`config.mk`:
```
export PLATFORM = sky130hd
export DESIGN_NAME = rle_transparency_mask_decoder_flat
export DESIGN_NICKNAME = d
export VERILOG_FILES = /design/src/rtl/rtmd_pkg.sv /design/src/rtl/rtmd_if.sv /design/src/rtl/rle_transparency_mask_decoder.sv /design/src/rtl/rtmd_front.sv /design/src/rtl/rtmd_fifo.sv /design/src/rtl/rtmd_back.sv /design/src/flat_wrapper.sv
export SDC_FILE = /design/constraint.sdc
export NUM_CORES = 1
export LEC_CHECK = 0
export BUFFER_PORTS_ARGS = -buffer_cell sky130_fd_sc_hd__buf_2
export CELL_PAD_IN_SITES_DETAIL_PLACEMENT = 2
export CELL_PAD_IN_SITES_GLOBAL_PLACEMENT = 2
export CORE_UTILIZATION = 44
export DETAILED_ROUTE_END_ITERATION = 8
export GPL_ROUTABILITY_DRIVEN = 0
export HOLD_SLACK_MARGIN = 0.12
export PLACE_DENSITY_LB_ADDON = 0.2
export SYNTH_ARGS = -nofsm -noshare
export SYNTH_HDL_FRONTEND = slang
export SYNTH_SLANG_ARGS = --single-unit
```
`constraint.sdc`:
```
create_clock -name clk -period 12.39 [get_ports clk]
set_clock_uncertainty 0.2 [all_clocks]
set_input_delay 1.239 -clock clk [delete_from_list [all_inputs] [get_ports clk]]
set_output_delay 1.239 -clock clk [all_outputs]
set_load 0.1 [all_outputs]
```
`src/rtl/rtmd_pkg.sv`:
```
package rtmd_pkg;

	localparam int BYTE_W    = 8;
	localparam int DIM_W     = 17;
	localparam int POS_W     = 16;
	localparam int RUN_LEN_W = 6;
	localparam int CFG_IDX_W = 2;

	localparam int FIFO_DEPTH = 4;
	localparam int FIFO_AW    = $clog2(FIFO_DEPTH);

	localparam logic [1:0] RUN_MARK = 2'b11;

	localparam logic [CFG_IDX_W-1:0] REG_IMAGE_WIDTH       = 2'd0;
	localparam logic [CFG_IDX_W-1:0] REG_IMAGE_HEIGHT      = 2'd1;
	localparam logic [CFG_IDX_W-1:0] REG_TRANSPARENT_COLOR = 2'd2;

	localparam logic [DIM_W-1:0] DIM_MAX = 17'h10000;

	typedef struct packed {
		logic                 mask;
		logic                 hdr;
		logic [RUN_LEN_W-1:0] len;
	} rtmd_entry_t;

	typedef struct packed {
		logic [DIM_W-1:0] width;
		logic [DIM_W-1:0] height;
	} rtmd_dims_t;

	function automatic logic [DIM_W-1:0] clamp_dim(input logic [DIM_W-1:0] v);
		logic [DIM_W-1:0] r;
		r = v;
		if (v == '0) begin
			r = {{(DIM_W-1){1'b0}}, 1'b1};
		end else if (v > DIM_MAX) begin
			r = DIM_MAX;
		end
		return r;
	endfunction

endpackage

```
`src/rtl/rtmd_if.sv`:
```
interface rtmd_byte_if import rtmd_pkg::*; ();
	logic              valid;
	logic              ready;
	logic [BYTE_W-1:0] data_byte;

	modport source (output valid, output data_byte, input ready);
	modport sink   (input valid, input data_byte, output ready);
endinterface

interface rtmd_pix_if import rtmd_pkg::*; ();
	logic             valid;
	logic             ready;
	logic             mask_bit;
	logic [POS_W-1:0] column;
	logic [POS_W-1:0] row;
	logic             last_of_run;
	logic             image_done;

	modport source (output valid, output mask_bit, output column, output row,
		output last_of_run, output image_done, input ready);
	modport sink   (input valid, input mask_bit, input column, input row,
		input last_of_run, input image_done, output ready);
endinterface

interface rtmd_cfg_if import rtmd_pkg::*; ();
	logic                 valid;
	logic                 ready;
	logic [CFG_IDX_W-1:0] index;
	logic [DIM_W-1:0]     data;

	modport source (output valid, output index, output data, input ready);
	modport sink   (input valid, input index, input data, output ready);
endinterface

```
`src/rtl/rle_transparency_mask_decoder.sv`:
```
// PCX run-length decoder giving a transparency mask, one pixel request per
// output handshake with its column and row in raster order. A literal byte
// gives one pixel; a run header gives none, and its value byte gives n
// pixels, which the back-end emitter puts out one per cycle while the pixel
// output is not stalled. A 4-entry queue lets bytes keep arriving while a
// run drains, then input stalls until the run ends. Pixels stop at width
// times height; later bytes are dropped. Registers: 0 width, 1 height,
// 2 transparent colour; write them only while the block is idle.
module rle_transparency_mask_decoder import rtmd_pkg::*; (
	input  logic        clk,
	input  logic        arst_n,
	rtmd_byte_if.sink   bytes,
	rtmd_pix_if.source  pixels,
	rtmd_cfg_if.sink    cfg
);

	logic [DIM_W-1:0]  width_q;
	logic [DIM_W-1:0]  height_q;
	logic [BYTE_W-1:0] transp_q;

	rtmd_dims_t  dims;
	logic        push;
	logic        pop;
	logic        q_full;
	logic        q_valid;
	rtmd_entry_t wr_entry;
	rtmd_entry_t rd_entry;

	assign cfg.ready = 1'b1;

	always_ff @(posedge clk or negedge arst_n) begin
		if (!arst_n) begin
			width_q  <= DIM_W'(1);
			height_q <= DIM_W'(1);
			transp_q <= '0;
		end else if (cfg.valid) begin
			case (cfg.index)
				REG_IMAGE_WIDTH:       width_q  <= cfg.data;
				REG_IMAGE_HEIGHT:      height_q <= cfg.data;
				REG_TRANSPARENT_COLOR: transp_q <= cfg.data[BYTE_W-1:0];
				default: ;
			endcase
		end
	end

	assign dims.width  = width_q;
	assign dims.height = height_q;

	rtmd_front u_front (
		.bytes             (bytes),
		.transparent_color (transp_q),
		.q_full            (q_full),
		.push              (push),
		.entry             (wr_entry)
	);

	rtmd_fifo u_fifo (
		.clk       (clk),
		.arst_n    (arst_n),
		.push      (push),
		.wr_entry  (wr_entry),
		.pop       (pop),
		.full      (q_full),
		.not_empty (q_valid),
		.rd_entry  (rd_entry)
	);

	rtmd_back u_back (
		.clk     (clk),
		.arst_n  (arst_n),
		.dims    (dims),
		.q_valid (q_valid),
		.q_entry (rd_entry),
		.pop     (pop),
		.pixels  (pixels)
	);

endmodule

```
`src/rtl/rtmd_front.sv`:
```
module rtmd_front import rtmd_pkg::*; (
	rtmd_byte_if.sink    bytes,
	input  logic [BYTE_W-1:0] transparent_color,
	input  logic              q_full,
	output logic              push,
	output rtmd_entry_t       entry
);

	assign bytes.ready = !q_full;
	assign push        = bytes.valid && !q_full;

	// header test ignores run state; the back end resolves it
	always_comb begin
		entry.mask = (bytes.data_byte != transparent_color);
		entry.hdr  = (bytes.data_byte[BYTE_W-1:BYTE_W-2] == RUN_MARK);
		entry.len  = bytes.data_byte[RUN_LEN_W-1:0];
	end

endmodule

```
`src/rtl/rtmd_fifo.sv`:
```
module rtmd_fifo import rtmd_pkg::*; (
	input  logic        clk,
	input  logic        arst_n,
	input  logic        push,
	input  rtmd_entry_t wr_entry,
	input  logic        pop,
	output logic        full,
	output logic        not_empty,
	output rtmd_entry_t rd_entry
);

	rtmd_entry_t        mem_q [FIFO_DEPTH];
	logic [FIFO_AW-1:0] wr_ptr_q;
	logic [FIFO_AW-1:0] rd_ptr_q;
	logic [FIFO_AW:0]   count_q;

	assign full      = (count_q == FIFO_AW'(0) + (FIFO_AW+1)'(FIFO_DEPTH));
	assign not_empty = (count_q != '0);
	assign rd_entry  = mem_q[rd_ptr_q];

	always_ff @(posedge clk) begin
		if (push) begin
			mem_q[wr_ptr_q] <= wr_entry;
		end
	end

	always_ff @(posedge clk or negedge arst_n) begin
		if (!arst_n) begin
			wr_ptr_q <= '0;
			rd_ptr_q <= '0;
			count_q  <= '0;
		end else begin
			if (push) begin
				wr_ptr_q <= wr_ptr_q + FIFO_AW'(1);
			end
			if (pop) begin
				rd_ptr_q <= rd_ptr_q + FIFO_AW'(1);
			end
			if (push && !pop) begin
				count_q <= count_q + (FIFO_AW+1)'(1);
			end else if (pop && !push) begin
				count_q <= count_q - (FIFO_AW+1)'(1);
			end
		end
	end

	a_no_overflow: assert property (@(posedge clk) disable iff (!arst_n)
		full |-> !push || pop)
		else $error("request queue overflow");

	a_no_underflow: assert property (@(posedge clk) disable iff (!arst_n)
		pop |-> not_empty)
		else $error("request queue underflow");

	a_count_step: assert property (@(posedge clk) disable iff (!arst_n)
		(push && !pop) |=> count_q == $past(count_q) + (FIFO_AW+1)'(1))
		else $error("queue count mismatch");

endmodule

```
`src/rtl/rtmd_back.sv`:
```
module rtmd_back import rtmd_pkg::*; (
	input  logic        clk,
	input  logic        arst_n,
	input  rtmd_dims_t  dims,
	input  logic        q_valid,
	input  rtmd_entry_t q_entry,
	output logic        pop,
	rtmd_pix_if.source  pixels
);

	logic [POS_W-1:0]     col_q;
	logic [DIM_W-1:0]     row_q;
	logic                 run_pending_q;
	logic [RUN_LEN_W-1:0] pend_len_q;
	logic                 busy_q;
	logic [RUN_LEN_W-1:0] rem_q;
	logic                 mask_q;

	logic                 pix_valid_q;
	logic                 pix_mask_q;
	logic [POS_W-1:0]     pix_col_q;
	logic [POS_W-1:0]     pix_row_q;
	logic                 pix_last_q;
	logic                 pix_done_q;

	logic [DIM_W-1:0]     w_eff;
	logic [DIM_W-1:0]     h_eff;
	logic                 finished;
	logic [RUN_LEN_W-1:0] cnt;
	logic                 src_valid;
	logic [RUN_LEN_W-1:0] src_cnt;
	logic                 src_mask;
	logic                 out_free;
	logic                 emit;
	logic [DIM_W-1:0]     col_inc;
	logic                 wrap;
	logic [POS_W-1:0]     col_next;
	logic [DIM_W-1:0]     row_next;
	logic                 fin_after;
	logic [RUN_LEN_W-1:0] rem_next;
	logic                 last;

	always_comb begin
		w_eff    = clamp_dim(dims.width);
		h_eff    = clamp_dim(dims.height);
		finished = (row_q >= h_eff);

		if (run_pending_q) begin
			cnt = pend_len_q;
		end else if (q_entry.hdr) begin
			cnt = '0;
		end else begin
			cnt = RUN_LEN_W'(1);
		end

		pop       = !busy_q && q_valid;
		src_valid = busy_q || (q_valid && !finished && (cnt != '0));
		src_cnt   = busy_q ? rem_q : cnt;
		src_mask  = busy_q ? mask_q : q_entry.mask;
		out_free  = !pix_valid_q || pixels.ready;
		emit      = src_valid && out_free;

		col_inc   = {1'b0, col_q} + DIM_W'(1);
		wrap      = (col_inc >= w_eff);
		col_next  = wrap ? '0 : col_inc[POS_W-1:0];
		row_next  = wrap ? row_q + DIM_W'(1) : row_q;
		fin_after = (row_next >= h_eff);
		rem_next  = src_cnt - RUN_LEN_W'(1);
		last      = (rem_next == '0) || fin_after;
	end

	always_ff @(posedge clk or negedge arst_n) begin
		if (!arst_n) begin
			col_q         <= '0;
			row_q         <= '0;
			run_pending_q <= 1'b0;
			pend_len_q    <= '0;
			busy_q        <= 1'b0;
			rem_q         <= '0;
			pix_valid_q   <= 1'b0;
		end else begin
			if (emit) begin
				col_q  <= col_next;
				row_q  <= row_next;
				busy_q <= !last;
				rem_q  <= rem_next;
			end else if (pop && src_valid) begin
				busy_q <= 1'b1;
				rem_q  <= cnt;
			end

			if (pop && !finished) begin
				if (run_pending_q) begin
					run_pending_q <= 1'b0;
					pend_len_q    <= '0;
				end else if (q_entry.hdr) begin
					run_pending_q <= 1'b1;
					pend_len_q    <= q_entry.len;
				end
			end

			if (emit) begin
				pix_valid_q <= 1'b1;
			end else if (pixels.ready) begin
				pix_valid_q <= 1'b0;
			end
		end
	end

	always_ff @(posedge clk) begin
		if (emit || (pop && src_valid)) begin
			mask_q <= src_mask;
		end
		if (emit) begin
			pix_mask_q <= src_mask;
			pix_col_q  <= col_q;
			pix_row_q  <= row_q[POS_W-1:0];
			pix_last_q <= last;
			pix_done_q <= fin_after;
		end
	end

	assign pixels.valid       = pix_valid_q;
	assign pixels.mask_bit    = pix_mask_q;
	assign pixels.column      = pix_col_q;
	assign pixels.row         = pix_row_q;
	assign pixels.last_of_run = pix_last_q;
	assign pixels.image_done  = pix_done_q;

	a_busy_has_work: assert property (@(posedge clk) disable iff (!arst_n)
		busy_q |-> (rem_q != '0) && !finished)
		else $error("run active with nothing left to emit");

	a_done_ends_run: assert property (@(posedge clk) disable iff (!arst_n)
		(pixels.valid && pixels.image_done) |-> pixels.last_of_run)
		else $error("image end without end of run");

	a_no_emit_after_done: assert property (@(posedge clk) disable iff (!arst_n)
		emit |-> !finished)
		else $error("pixel emitted after image end");

endmodule

```
`src/flat_wrapper.sv`:
```
// flat-port wrapper written by rule: the top's interface ports become plain ports
module rle_transparency_mask_decoder_flat import rtmd_pkg::*;
  (clk, arst_n, bytes_valid, bytes_data_byte, bytes_ready, pixels_valid, pixels_mask_bit, pixels_column, pixels_row, pixels_last_of_run, pixels_image_done, pixels_ready, cfg_valid, cfg_index, cfg_data, cfg_ready);
  rtmd_byte_if bytes_i ();
  rtmd_pix_if pixels_i ();
  rtmd_cfg_if cfg_i ();
  input  logic clk;
  input  logic arst_n;
  input wire logic [$bits(bytes_i.valid)-1:0] bytes_valid;
  input wire logic [$bits(bytes_i.data_byte)-1:0] bytes_data_byte;
  output wire logic [$bits(bytes_i.ready)-1:0] bytes_ready;
  output wire logic [$bits(pixels_i.valid)-1:0] pixels_valid;
  output wire logic [$bits(pixels_i.mask_bit)-1:0] pixels_mask_bit;
  output wire logic [$bits(pixels_i.column)-1:0] pixels_column;
  output wire logic [$bits(pixels_i.row)-1:0] pixels_row;
  output wire logic [$bits(pixels_i.last_of_run)-1:0] pixels_last_of_run;
  output wire logic [$bits(pixels_i.image_done)-1:0] pixels_image_done;
  input wire logic [$bits(pixels_i.ready)-1:0] pixels_ready;
  input wire logic [$bits(cfg_i.valid)-1:0] cfg_valid;
  input wire logic [$bits(cfg_i.index)-1:0] cfg_index;
  input wire logic [$bits(cfg_i.data)-1:0] cfg_data;
  output wire logic [$bits(cfg_i.ready)-1:0] cfg_ready;
  assign bytes_i.valid = bytes_valid;
  assign bytes_i.data_byte = bytes_data_byte;
  assign bytes_ready = bytes_i.ready;
  assign pixels_valid = pixels_i.valid;
  assign pixels_mask_bit = pixels_i.mask_bit;
  assign pixels_column = pixels_i.column;
  assign pixels_row = pixels_i.row;
  assign pixels_last_of_run = pixels_i.last_of_run;
  assign pixels_image_done = pixels_i.image_done;
  assign pixels_i.ready = pixels_ready;
  assign cfg_i.valid = cfg_valid;
  assign cfg_i.index = cfg_index;
  assign cfg_i.data = cfg_data;
  assign cfg_ready = cfg_i.ready;
  rle_transparency_mask_decoder u_core (.clk(clk), .arst_n(arst_n), .bytes(bytes_i), .pixels(pixels_i), .cfg(cfg_i));
endmodule
```
# ---- Yosys cells after proc, flatten, opt, wreduce, memory -nomap -nowiden
# Memory sizes are Yosys's and may differ from the RTL's.
# Index checks and enable logic that the tools add are counted.
dict set report classes {
  n_addsub 7
  order_cmp 5
  n_eq_ne 5
  n_mux 24
  reduce_logical 34
}
# op n
set op_table {}
lappend op_table {{$mux 17} 5}
lappend op_table {{$ge 17x17->1} 3}
lappend op_table {{$mux 6} 6}
lappend op_table {{$gt 17x17->1 const B} 2}
lappend op_table {{$logic_not 17->1} 2}
lappend op_table {{$add 16x1->17 const B} 1}
lappend op_table {{$add 17x1->17 const B} 1}
lappend op_table {{$mux 16} 1}
lappend op_table {{$mux 1} 10}
lappend op_table {{$logic_and 1x1->1} 9}
lappend op_table {{$ne 8x8->1} 1}
lappend op_table {{$reduce_and 2->1} 4}
lappend op_table {{$reduce_bool 2->1} 4}
lappend op_table {{$logic_not 1->1} 7}
lappend op_table {{$logic_not 6->1} 1}
lappend op_table {{$mux 3} 2}
lappend op_table {{$reduce_bool 6->1} 1}
lappend op_table {{$sub 6x1->6 const B} 1}
lappend op_table {{$add 2x1->2 const B} 2}
lappend op_table {{$eq 2x2->1 const B} 2}
lappend op_table {{$logic_or 1x1->1} 4}
lappend op_table {{$add 3x1->3 const B} 1}
lappend op_table {{$eq 3x3->1 const B} 1}
lappend op_table {{$reduce_bool 3->1} 1}
lappend op_table {{3 further kinds} 3}
dict set report word_totals {
  reg_bits 133
  mem_bits_rw 32
  in_bits 32
  out_inout_bits 38
  word_cells 95
  mem_count 1
}
# memory depth word_bits read_ports rd_clocked_by_memory_dff wr line
set memory_table {}
lappend memory_table {u_core.u_fifo.mem_q 4 8 1 0 1 rtmd_fifo.sv:12} ;# rtmd_entry_t mem_q [FIFO_DEPTH];

# ---- Depth between registers and ports, before layout
# Gate-level depths: netlist of run 1.
dict set report depth {
  ltp_word 11
  mapped_depth 24
  ltp_nobuf 22
}

# ---- Hierarchy
# A second synthesis of run 1 with hierarchy kept.
dict set report unflattened {
  hier_cells 743
  area_unflattened_um2 8769.7
}
# mod n_inst cells_each area_per_inst_um2 seq_area_each_um2
set modules_own_cells {}
lappend modules_own_cells {rtmd_back 1 556 5475.3 2282.2}
lappend modules_own_cells {rle_transparency_mask_decoder 1 91 1597.8 1053.5}
lappend modules_own_cells {rtmd_fifo 1 76 1549.0 1136.1}
lappend modules_own_cells {rtmd_front 1 20 147.6 0.0}

# ---- Worst setup path before layout of run 1
# Ideal clock, no wire load.
dict set report synth_timing {
  path_kind {register to register}
  from {reg u_core.u_back.col_q[3]}
  to {reg u_core.u_back.pix_last_q (netlist: u_core.u_back.pixels.last_of_run), data pin}
  setup_time_ns 0.262
  arrival_time_ns 4.532
  required_ns 11.928
  setup_slack_ns 7.396
  path_stages_with_launch 25
  path_buffers 2
  period_less_slack_ns 4.994
  cell_sequence {dfrtp_1 -> and3_1 -> nand3_1 -> nor2_1 -> nand3_1 -> nor2_1 -> and3_1 -> ha_1 -> a21oi_1 -> o21ai_0 -> a2111oi_0 -> a21oi_1 -> or2_2 -> clkbuf_1 -> buf_1 -> nand2_1 -> xnor2_1 -> ha_1 -> a21o_1 -> a21o_1 -> a21oi_1 -> o21ai_0 -> a21oi_1 -> a21oi_1 -> o21bai_1}
}
dict set report synth_between {
  elab_chain_cells 5
}
# item line
set synth_lines {}
lappend synth_lines {{from (decl)} rtmd_back.sv:11} ;# logic [POS_W-1:0] col_q;
lappend synth_lines {{from (signal assigned)} rtmd_back.sv:83} ;# col_q <= col_next;
lappend synth_lines {{$add 16x1->17} rtmd_back.sv:63} ;# col_inc = {1'b0, col_q} + DIM_W'(1);
lappend synth_lines {{$ge 17x17->1} rtmd_back.sv:64} ;# wrap = (col_inc >= w_eff);
lappend synth_lines {{$mux 17} rtmd_back.sv:66} ;# row_next = wrap ? row_q + DIM_W'(1) : row_q;
lappend synth_lines {{via u_core.u_back.row_next[10]} rtmd_back.sv:38} ;# logic [DIM_W-1:0] row_next;
lappend synth_lines {{$ge 17x17->1} rtmd_back.sv:67} ;# fin_after = (row_next >= h_eff);
lappend synth_lines {{via u_core.u_back.fin_after} rtmd_back.sv:39} ;# logic fin_after;
lappend synth_lines {{$logic_or 1x1->1} rtmd_back.sv:69} ;# last = (rem_next == '0) || fin_after;
lappend synth_lines {{via u_core.u_back.last} rtmd_back.sv:41} ;# logic last;
lappend synth_lines {{to (signal assigned)} rtmd_back.sv:118} ;# pix_last_q <= last;
lappend synth_lines {{to (decl)} rtmd_back.sv:23} ;# logic pix_last_q;
# The timed path passes the listed nets, and every way through them passes these cells.
# A chain may end at the register's enable or synchronous reset.

# ---- Worst setup path after layout of run 1
dict set report layout_timing {
  from {reg u_core.u_back.col_q[0]}
  to {reg u_core.u_back.pix_last_q (netlist: u_core.u_back.pixels.last_of_run), data pin}
}
dict set report layout_between {
  elab_chain_cells 5
}
# item line
set layout_lines {}
lappend layout_lines {{$add 16x1->17} rtmd_back.sv:63}
lappend layout_lines {{$ge 17x17->1} rtmd_back.sv:64}
lappend layout_lines {{$mux 17} rtmd_back.sv:66}
lappend layout_lines {{$ge 17x17->1} rtmd_back.sv:67}
lappend layout_lines {{via u_core.u_back.fin_after} rtmd_back.sv:39}
lappend layout_lines {{$logic_or 1x1->1} rtmd_back.sv:69}
lappend layout_lines {{via u_core.u_back.last} rtmd_back.sv:41}
# The timed path passes the listed nets, and every way through them passes these cells.

==> summary.txt, run 1 <==
Outcome
  • Status: finished, final reports clean

Detailed routing
  • Final WL: 25300 µm
  • TritonRoute pass-1 iters: 4
  • Via density: 5.70
  • Initial DRC count: 301
  • Post-DRT Antenna Nets: 0
  • DRC viols: 0
  • Vias: 6179
  • Wire per inst: 23.4 µm

Global route
  • Vias in the first global route: 7055
  • Total global routing overflow: 0
  • Initial antenna violation count: 0
  • Largest net degree at the start of global routing: 77
  • Total GRT Usage: 0.268
  • First-pass GRT wire length: 40400 µm

CTS
  • Number of gates resized after CTS: 0
  • Clock transition at path regs: 70 ps
  • Clock tree root buffer cell: clkbuf_16
  • Post-CTS Repair Setup Buffers: 0
  • Clock Sinks: 165
  • Num CTS Buffers: 17
  • Clk_lat worst skew: 440 ps
  • Hold-fix buffers, CTS: 0
  • CTS tree: yes
  • Clock buffer depth: 2
  • CTS H-Tree Depth: 4

STA
  • Worst slew margin relative to its limit: 0.307
  • Worst Max-Slew Pin Slew: 1040 ps
  • Final slew viol count: 0
  • Final setup TNS: 0 ps
  • Highest clock rate: 0.159 GHz
  • Unrepaired setup endpoints after global routing: no
  • Fin crit share: 0.506
  • Hold_ws: 331 ps
  • Count of final hold-check violations: 0
  • Min Tclk post-route: 6270 ps
  • Final Setup Violations: 0

Place
  • Hpwl dp: 17800 µm
  • I/O Buffers: 68
  • Placed Cells incl. Taps: 1052
  • DP Area: 9290 µm²

Synthesis
  • Post-synth EDFFs: 68
  • Ys async rst share: 0.588
  • Netlist Area Pre-Place: 8670 µm²
  • Post-synthesis sequential area ratio: 0.516
  • Flops & latches, synth: 165
  • Avg Synthesized Cell Area: 11.7 µm²
  • Syn Inst Count: 740
  • Synth Flop Type: dfrtp_1
  • Synthesis Warnings: 0
  • Synth cell types: 61
  • Mapped Nets: 833

Floorplanning
  • Die span in x: 142 µm
  • Core area: 19000 µm²
  • Core Rows: 50
  • Height of the die: 142 µm
  • Io pins: 70
  • Die area: 20300 µm²
  • Initial Util: 0.456

Critical path
  • Crit start category: register
  • CP Launch Point: u_core.u_back.col_q[0]
  • Crit Path Max Fanout: 22
  • Cell Chain, Critical Path: ha_1, nand2_1, nor2_1, nand3_1, nor2_1, and3_1, ha_1, a21oi_1, o21ai_0, a2111oi_0, a21oi_1, nor2_2, buf_4, xnor2_1, ha_1, nand2b_1, a21o_1, a21oi_1, nor2b_1, o311ai_0, a21oi_1, o21bai_1
  • Arr. time, crit path: 6240 ps
  • Worst EP required: 12360 ps
  • Critical path capture point type: register
  • CP dominant cell by count: a21oi_1
  • Critical R2R Launch: u_core.u_back.col_q[0]
  • Highest-delay cell along the critical path: dfrtp_1
  • Crit path kind: reg -> reg
  • Largest stage delay on the critical path: 440 ps
  • Crit-path leading delay family: compound AO/OA/AOI/OAI gates
  • Bufs and invs on worst path: 1

Cells and area
  • Final Non-Filler Cells: 1084
  • Ant diodes: 0
  • Synthesis-to-finish area growth: 14.6%
  • Commonest non-fill, non-tap cell in the layout: nand2_1
  • Final instance area: 9940 µm²
  • Layout cells sized above 1: 0.218
  • Nets: 904
  • Most frequent cells in the layout: nand2_1, dfrtp_1, edfxtp_1

Worst hold path
  • Hold_sp: u_core.u_fifo.count_q[2]
  • Class of the tightest hold or removal check: reg -> reg

Power
  • Worst vdd ir: 0.000114 V
  • PwrDens: 232 nW/µm²
  • Leak: 4.37 nW

Flow run
  • Max-cap violations: 0
-- worst register-to-register path: stages (launching register included) --
cell and delay, ps:
dfrtp_1 440, ha_1 330, nand2_1 120, nor2_1 270, nand3_1 320, nor2_1 290, and3_1 190, ha_1 250
a21oi_1 140, o21ai_0 120, a2111oi_0 440, a21oi_1 170, nor2_2 410, buf_4 420, xnor2_1 200, ha_1 250
nand2b_1 160, a21o_1 190, a21oi_1 200, nor2b_1 80, o311ai_0 430, a21oi_1 180, o21bai_1 210
-- cell usage after synthesis (6+ instances only) --
library cell | n | area share
a21oi_1 | 26 | 0.015
nand2b_1 | 8 | 0.0058
dfrtp_1 | 95 | 0.27
edfxtp_1 | 68 | 0.24
a21o_1 | 7 | 0.0061
nor2_1 | 37 | 0.016
inv_1 | 16 | 0.0069
nor4_1 | 12 | 0.0087
ha_1 | 60 | 0.087
o21ai_0 | 25 | 0.014
and3_1 | 15 | 0.011
nand3_1 | 20 | 0.012
mux2_2 | 45 | 0.058
nand4_1 | 10 | 0.0072
buf_1 | 6 | 0.0026
mux2i_1 | 6 | 0.0069
a22o_1 | 9 | 0.0091
mux4_2 | 8 | 0.021
clkbuf_1 | 8 | 0.0035
xor2_1 | 40 | 0.040
nand2_1 | 100 | 0.043
nor3_1 | 13 | 0.0075
nor3_2 | 8 | 0.0092
o21bai_1 | 8 | 0.0069
xnor2_1 | 24 | 0.024
-- kinds of logic (layout without fill, tap and decap cells) --
logic type | Yosys count | after routing | share of synthesized area
compound gates | 102 | 102 | 0.0809
xor+xnor | 64 | 64 | 0.0646
other cells | 1 | 1 | 0.000432
flops | 165 | 165 | 0.516
mux | 59 | 59 | 0.0861
fa+ha+maj | 61 | 61 | 0.0889
buf+inv | 38 | 122 | 0.0189
simple gates | 250 | 250 | 0.145
-- layout make-up --
cell class              instances  area [µm²]
clock buffers                  18         450
clock inverters                14         196
fillers                      1927        9080
inverters                      16        60.1
multi-input cells             537        4050
flip-flops and latches        165        4470
well taps                     260         325
repair buffers                 74         388
-- per-layer routing --
metal  wire [µm]  global-route usage  up-vias
met1       10600               0.322     3208
met5           0                   0        -
met2       13500               0.492      113
met4         555              0.0855        0
met3         723              0.0397       31
li1            -                   -     2827
-- worst paths after layout --
| check | end | slack [ps] | depth (start not counted) |
|---|---|---|---|
| max in group asynchronous | u_core.u_back.col_q[6] | 10160 | 2 |
| setup / recovery | u_core.u_back.pixels.last_of_run | 6120 | 22 |
| min in group asynchronous | u_core.u_fifo.wr_ptr_q[0] | 490 | 1 |
| hold / removal | u_core.u_fifo.count_q[2] | 330 | 1 |
| hold reg to reg | u_core.u_fifo.count_q[2] | 330 | 1 |
| setup reg to reg | u_core.u_back.pixels.last_of_run | 6120 | 22 |
-- power by group --
part	switching, W	total, W	leakage, nW	internal [W]
combinational	0.000631	0.000880	2.21	0.000249
sequential	0.000120	0.000836	1.85	0.000716
clock	0.000239	0.000591	0.316	0.000352
-- sequential cells by signal, summed over array words and instances (netlist names), 8 cells and up --
name,cells
u_core.u_back.col_q,16
u_core.height_q,17
u_core.transp_q,8
u_core.u_fifo.mem_q,32
u_core.u_back.pixels.column,16
u_core.u_back.row_q,17
u_core.u_back.pixels.row,16
u_core.width_q,17
-- stage by stage --
| stage | util | worst slack, ps | total power (W) |
|---|---|---|---|
| floorplan | - | 7400 | 0.00148 |
| global placement | 0.488 | 6840 | 0.00165 |
| detailed placement | 0.488 | 6430 | 0.00171 |
| CTS | 0.523 | 6110 | 0.00233 |
| global route | 0.523 | 5600 | 0.00241 |
| finish | 0.523 | 6120 | 0.00231 |
No activity file was read; power rests on OpenSTA's default activity.
==> run 2: changes to the inputs <==
--- a/config.mk
+++ b/config.mk
@@ -8,7 +8,7 @@
 export BUFFER_PORTS_ARGS = -buffer_cell sky130_fd_sc_hd__buf_2
 export CELL_PAD_IN_SITES_DETAIL_PLACEMENT = 2
 export CELL_PAD_IN_SITES_GLOBAL_PLACEMENT = 2
-export CORE_UTILIZATION = 44
+export CORE_UTILIZATION = 41
 export DETAILED_ROUTE_END_ITERATION = 8
 export GPL_ROUTABILITY_DRIVEN = 0
 export HOLD_SLACK_MARGIN = 0.12
==> constraint.sdc (replaced) <==
create_clock -name clk -period 6.5 [get_ports clk]
set_clock_uncertainty 0.2 [all_clocks]
set_input_delay 0.65 -clock clk [delete_from_list [all_inputs] [get_ports clk]]
set_output_delay 0.65 -clock clk [all_outputs]
set_load 0.1 [all_outputs]
==> run 2 against run 1 <==
Compared with the run above:
- non-clock buffer count rose by 1
- setup slack got worse by 5400 ps
- routed wire length fell by 5.4%
- combinational power rose by 87%
- clock-buffer cell count fell by 1
- largest power group unchanged
- register-to-register slack got worse by 5400 ps
- die area rose by 7.2%
- hold slack got worse by 60 ps
- cell count rose by 1.0%
==> summary.txt, run 2 (same netlist as run 1, synthesis figures left out) <==
Cells and area
  • Synthesis-to-finish area growth: 14.1%
  • Most frequent cells in the layout: nand2_1, dfrtp_1, edfxtp_1
  • Max reg flops: 32
  • Final Non-Filler Cells: 1095
  • Fillers: 2070
  • Commonest non-fill, non-tap cell in the layout: nand2_1
  • Layout cells sized above 1: 0.219
  • Nets: 905
  • Ant diodes: 0
  • Largest Register: u_core.u_fifo.mem_q

Floorplanning
  • Die area: 21700 µm²
  • Io pins: 70
  • Core area: 20500 µm²
  • Die span in x: 147 µm
  • Initial Util: 0.423
  • Core Rows: 52
  • Height of the die: 147 µm

Global route
  • Vias in the first global route: 6921
  • First-pass GRT wire length: 39000 µm
  • Total GRT Usage: 0.236
  • Largest net degree at the start of global routing: 77
  • Initial antenna violation count: 0
  • Total global routing overflow: 0

STA
  • Unrepaired setup endpoints after global routing: no
  • Min Tclk post-route: 5790 ps
  • Highest clock rate: 0.173 GHz
  • Count of final hold-check violations: 0
  • Final setup TNS: 0 ps
  • Worst slew margin relative to its limit: 0.319
  • Hold_ws: 271 ps
  • Fin crit share: 0.890
  • Final Worst Setup Slack: 712 ps
  • Worst Max-Slew Pin Slew: 1020 ps
  • Final Setup Violations: 0
  • Final slew viol count: 0

CTS
  • Clock transition at path regs: 70 ps
  • Clock buffer depth: 2
  • Clk_lat worst skew: 440 ps
  • Clock Sinks: 165
  • Num CTS Buffers: 17
  • Post-CTS Repair Setup Buffers: 0
  • Clock tree root buffer cell: clkbuf_16
  • CTS tree: yes
  • CTS H-Tree Depth: 4

Outcome
  • Status: finished, final reports clean

Worst hold path
  • Hold Crit Depth: 2
  • Class of the tightest hold or removal check: in -> reg

Place
  • I/O Buffers: 68
  • Hpwl dp: 17600 µm
  • DP Worst Slack: 811 ps
  • Placed Cells incl. Taps: 1062

Detailed routing
  • Initial DRC count: 192
  • Wire per inst: 21.9 µm
  • Final WL: 24000 µm
  • TritonRoute pass-1 iters: 4
  • Post-DRT Antenna Nets: 0
  • DRC viols: 0
  • Via density: 5.53
  • Vias: 6052

Critical path
  • Crit start category: register
  • Critical path capture point type: register
  • Arr. time, crit path: 5760 ps
  • Worst EP required: 6480 ps
  • Worst reg2reg setup slack: 710 ps
  • Worst reg2reg path depth: 22
  • Crit path kind: reg -> reg
  • Crit Path Max Fanout: 19

Power
  • Leak: 4.34 nW
  • PwrDens: 427 nW/µm²
  • Total Power: 0.00423 W
  • Worst vdd ir: 0.000206 V

Flow run
  • Max-cap violations: 0
[run 2: cell types whose count changed in the layout (fill, tap and decap cells not counted), moves of 2 or more]
cell       previous run  this run
bufinv_16             4         0
inv_8                 1         4
clkinv_2              2         0
clkinv_8              0         2
clkinv_4              2         4
[run 2: power by group]
part / internal [W] / total [W] / switching (W)
sequential: 0.00137 / 0.00159 / 0.000220
clock: 0.000513 / 0.000992 / 0.000479
combinational: 0.000473 / 0.00165 / 0.00118
[run 2: final timing paths]
check / to / start
max: u_core.u_back.pixels.last_of_run / u_core.u_back.col_q[3]
min: u_core.height_q[9] / cfg_data[9]
max reg2reg: u_core.u_back.pixels.last_of_run / u_core.u_back.col_q[3]
min reg2reg: u_core.u_fifo.count_q[2] / u_core.u_fifo.count_q[2]
max in group asynchronous: u_core.u_back.pend_len_q[3] / arst_n
min in group asynchronous: u_core.u_fifo.wr_ptr_q[1] / arst_n
[run 2: final cells by class]
class                   count  area, µm²  area share
clock buffers              17        425      0.0430
clock inverters            15        155      0.0157
inverters                  16       60.1     0.00607
multi-input cells         537       4050       0.409
flip-flops and latches    165       4470       0.452
well taps                 270        338      0.0341
repair buffers             75        398      0.0402
[run 2: routing by layer]
layer  part of all wire  up-vias  GRT usage
met5                  0        -          0
met4              0.020        0     0.0737
met3              0.025       34     0.0404
met2               0.52       99      0.421
met1               0.43     3086      0.289
li1                   -     2833          -
[run 2: stage by stage]
step / util / cell area [µm²]
after floorplan: - / 8670
after global placement: 0.454 / 9300
after detailed placement: 0.454 / 9300
after CTS: 0.483 / 9890
after global routing: 0.483 / 9890
final: 0.483 / 9890
[run 2: worst max-delay path: stages (launching register included)]
cell and delay (ps):
dfrtp_1 470, and3_1 290, nand3_1 140, nor2_1 260, nand3_1 300, nor2_1 300, and3_1 200, ha_1 260
a21oi_1 150, o21ai_0 140, a2111oi_0 380, a21oi_1 160, or2_2 500, nand2_1 140, xnor2_1 140, ha_1 280
a21o_1 180, a21o_1 170, a21oi_1 170, o21ai_0 160, a21oi_1 230, a21oi_1 130, o21bai_1 180
[run 2: repair_timing]
| action | CTS | global route |
|---|---|---|
| hold buffers | 1 | 0 |
| hold endpoints to repair | 21 | 0 |
| resized for setup | 0 | 0 |
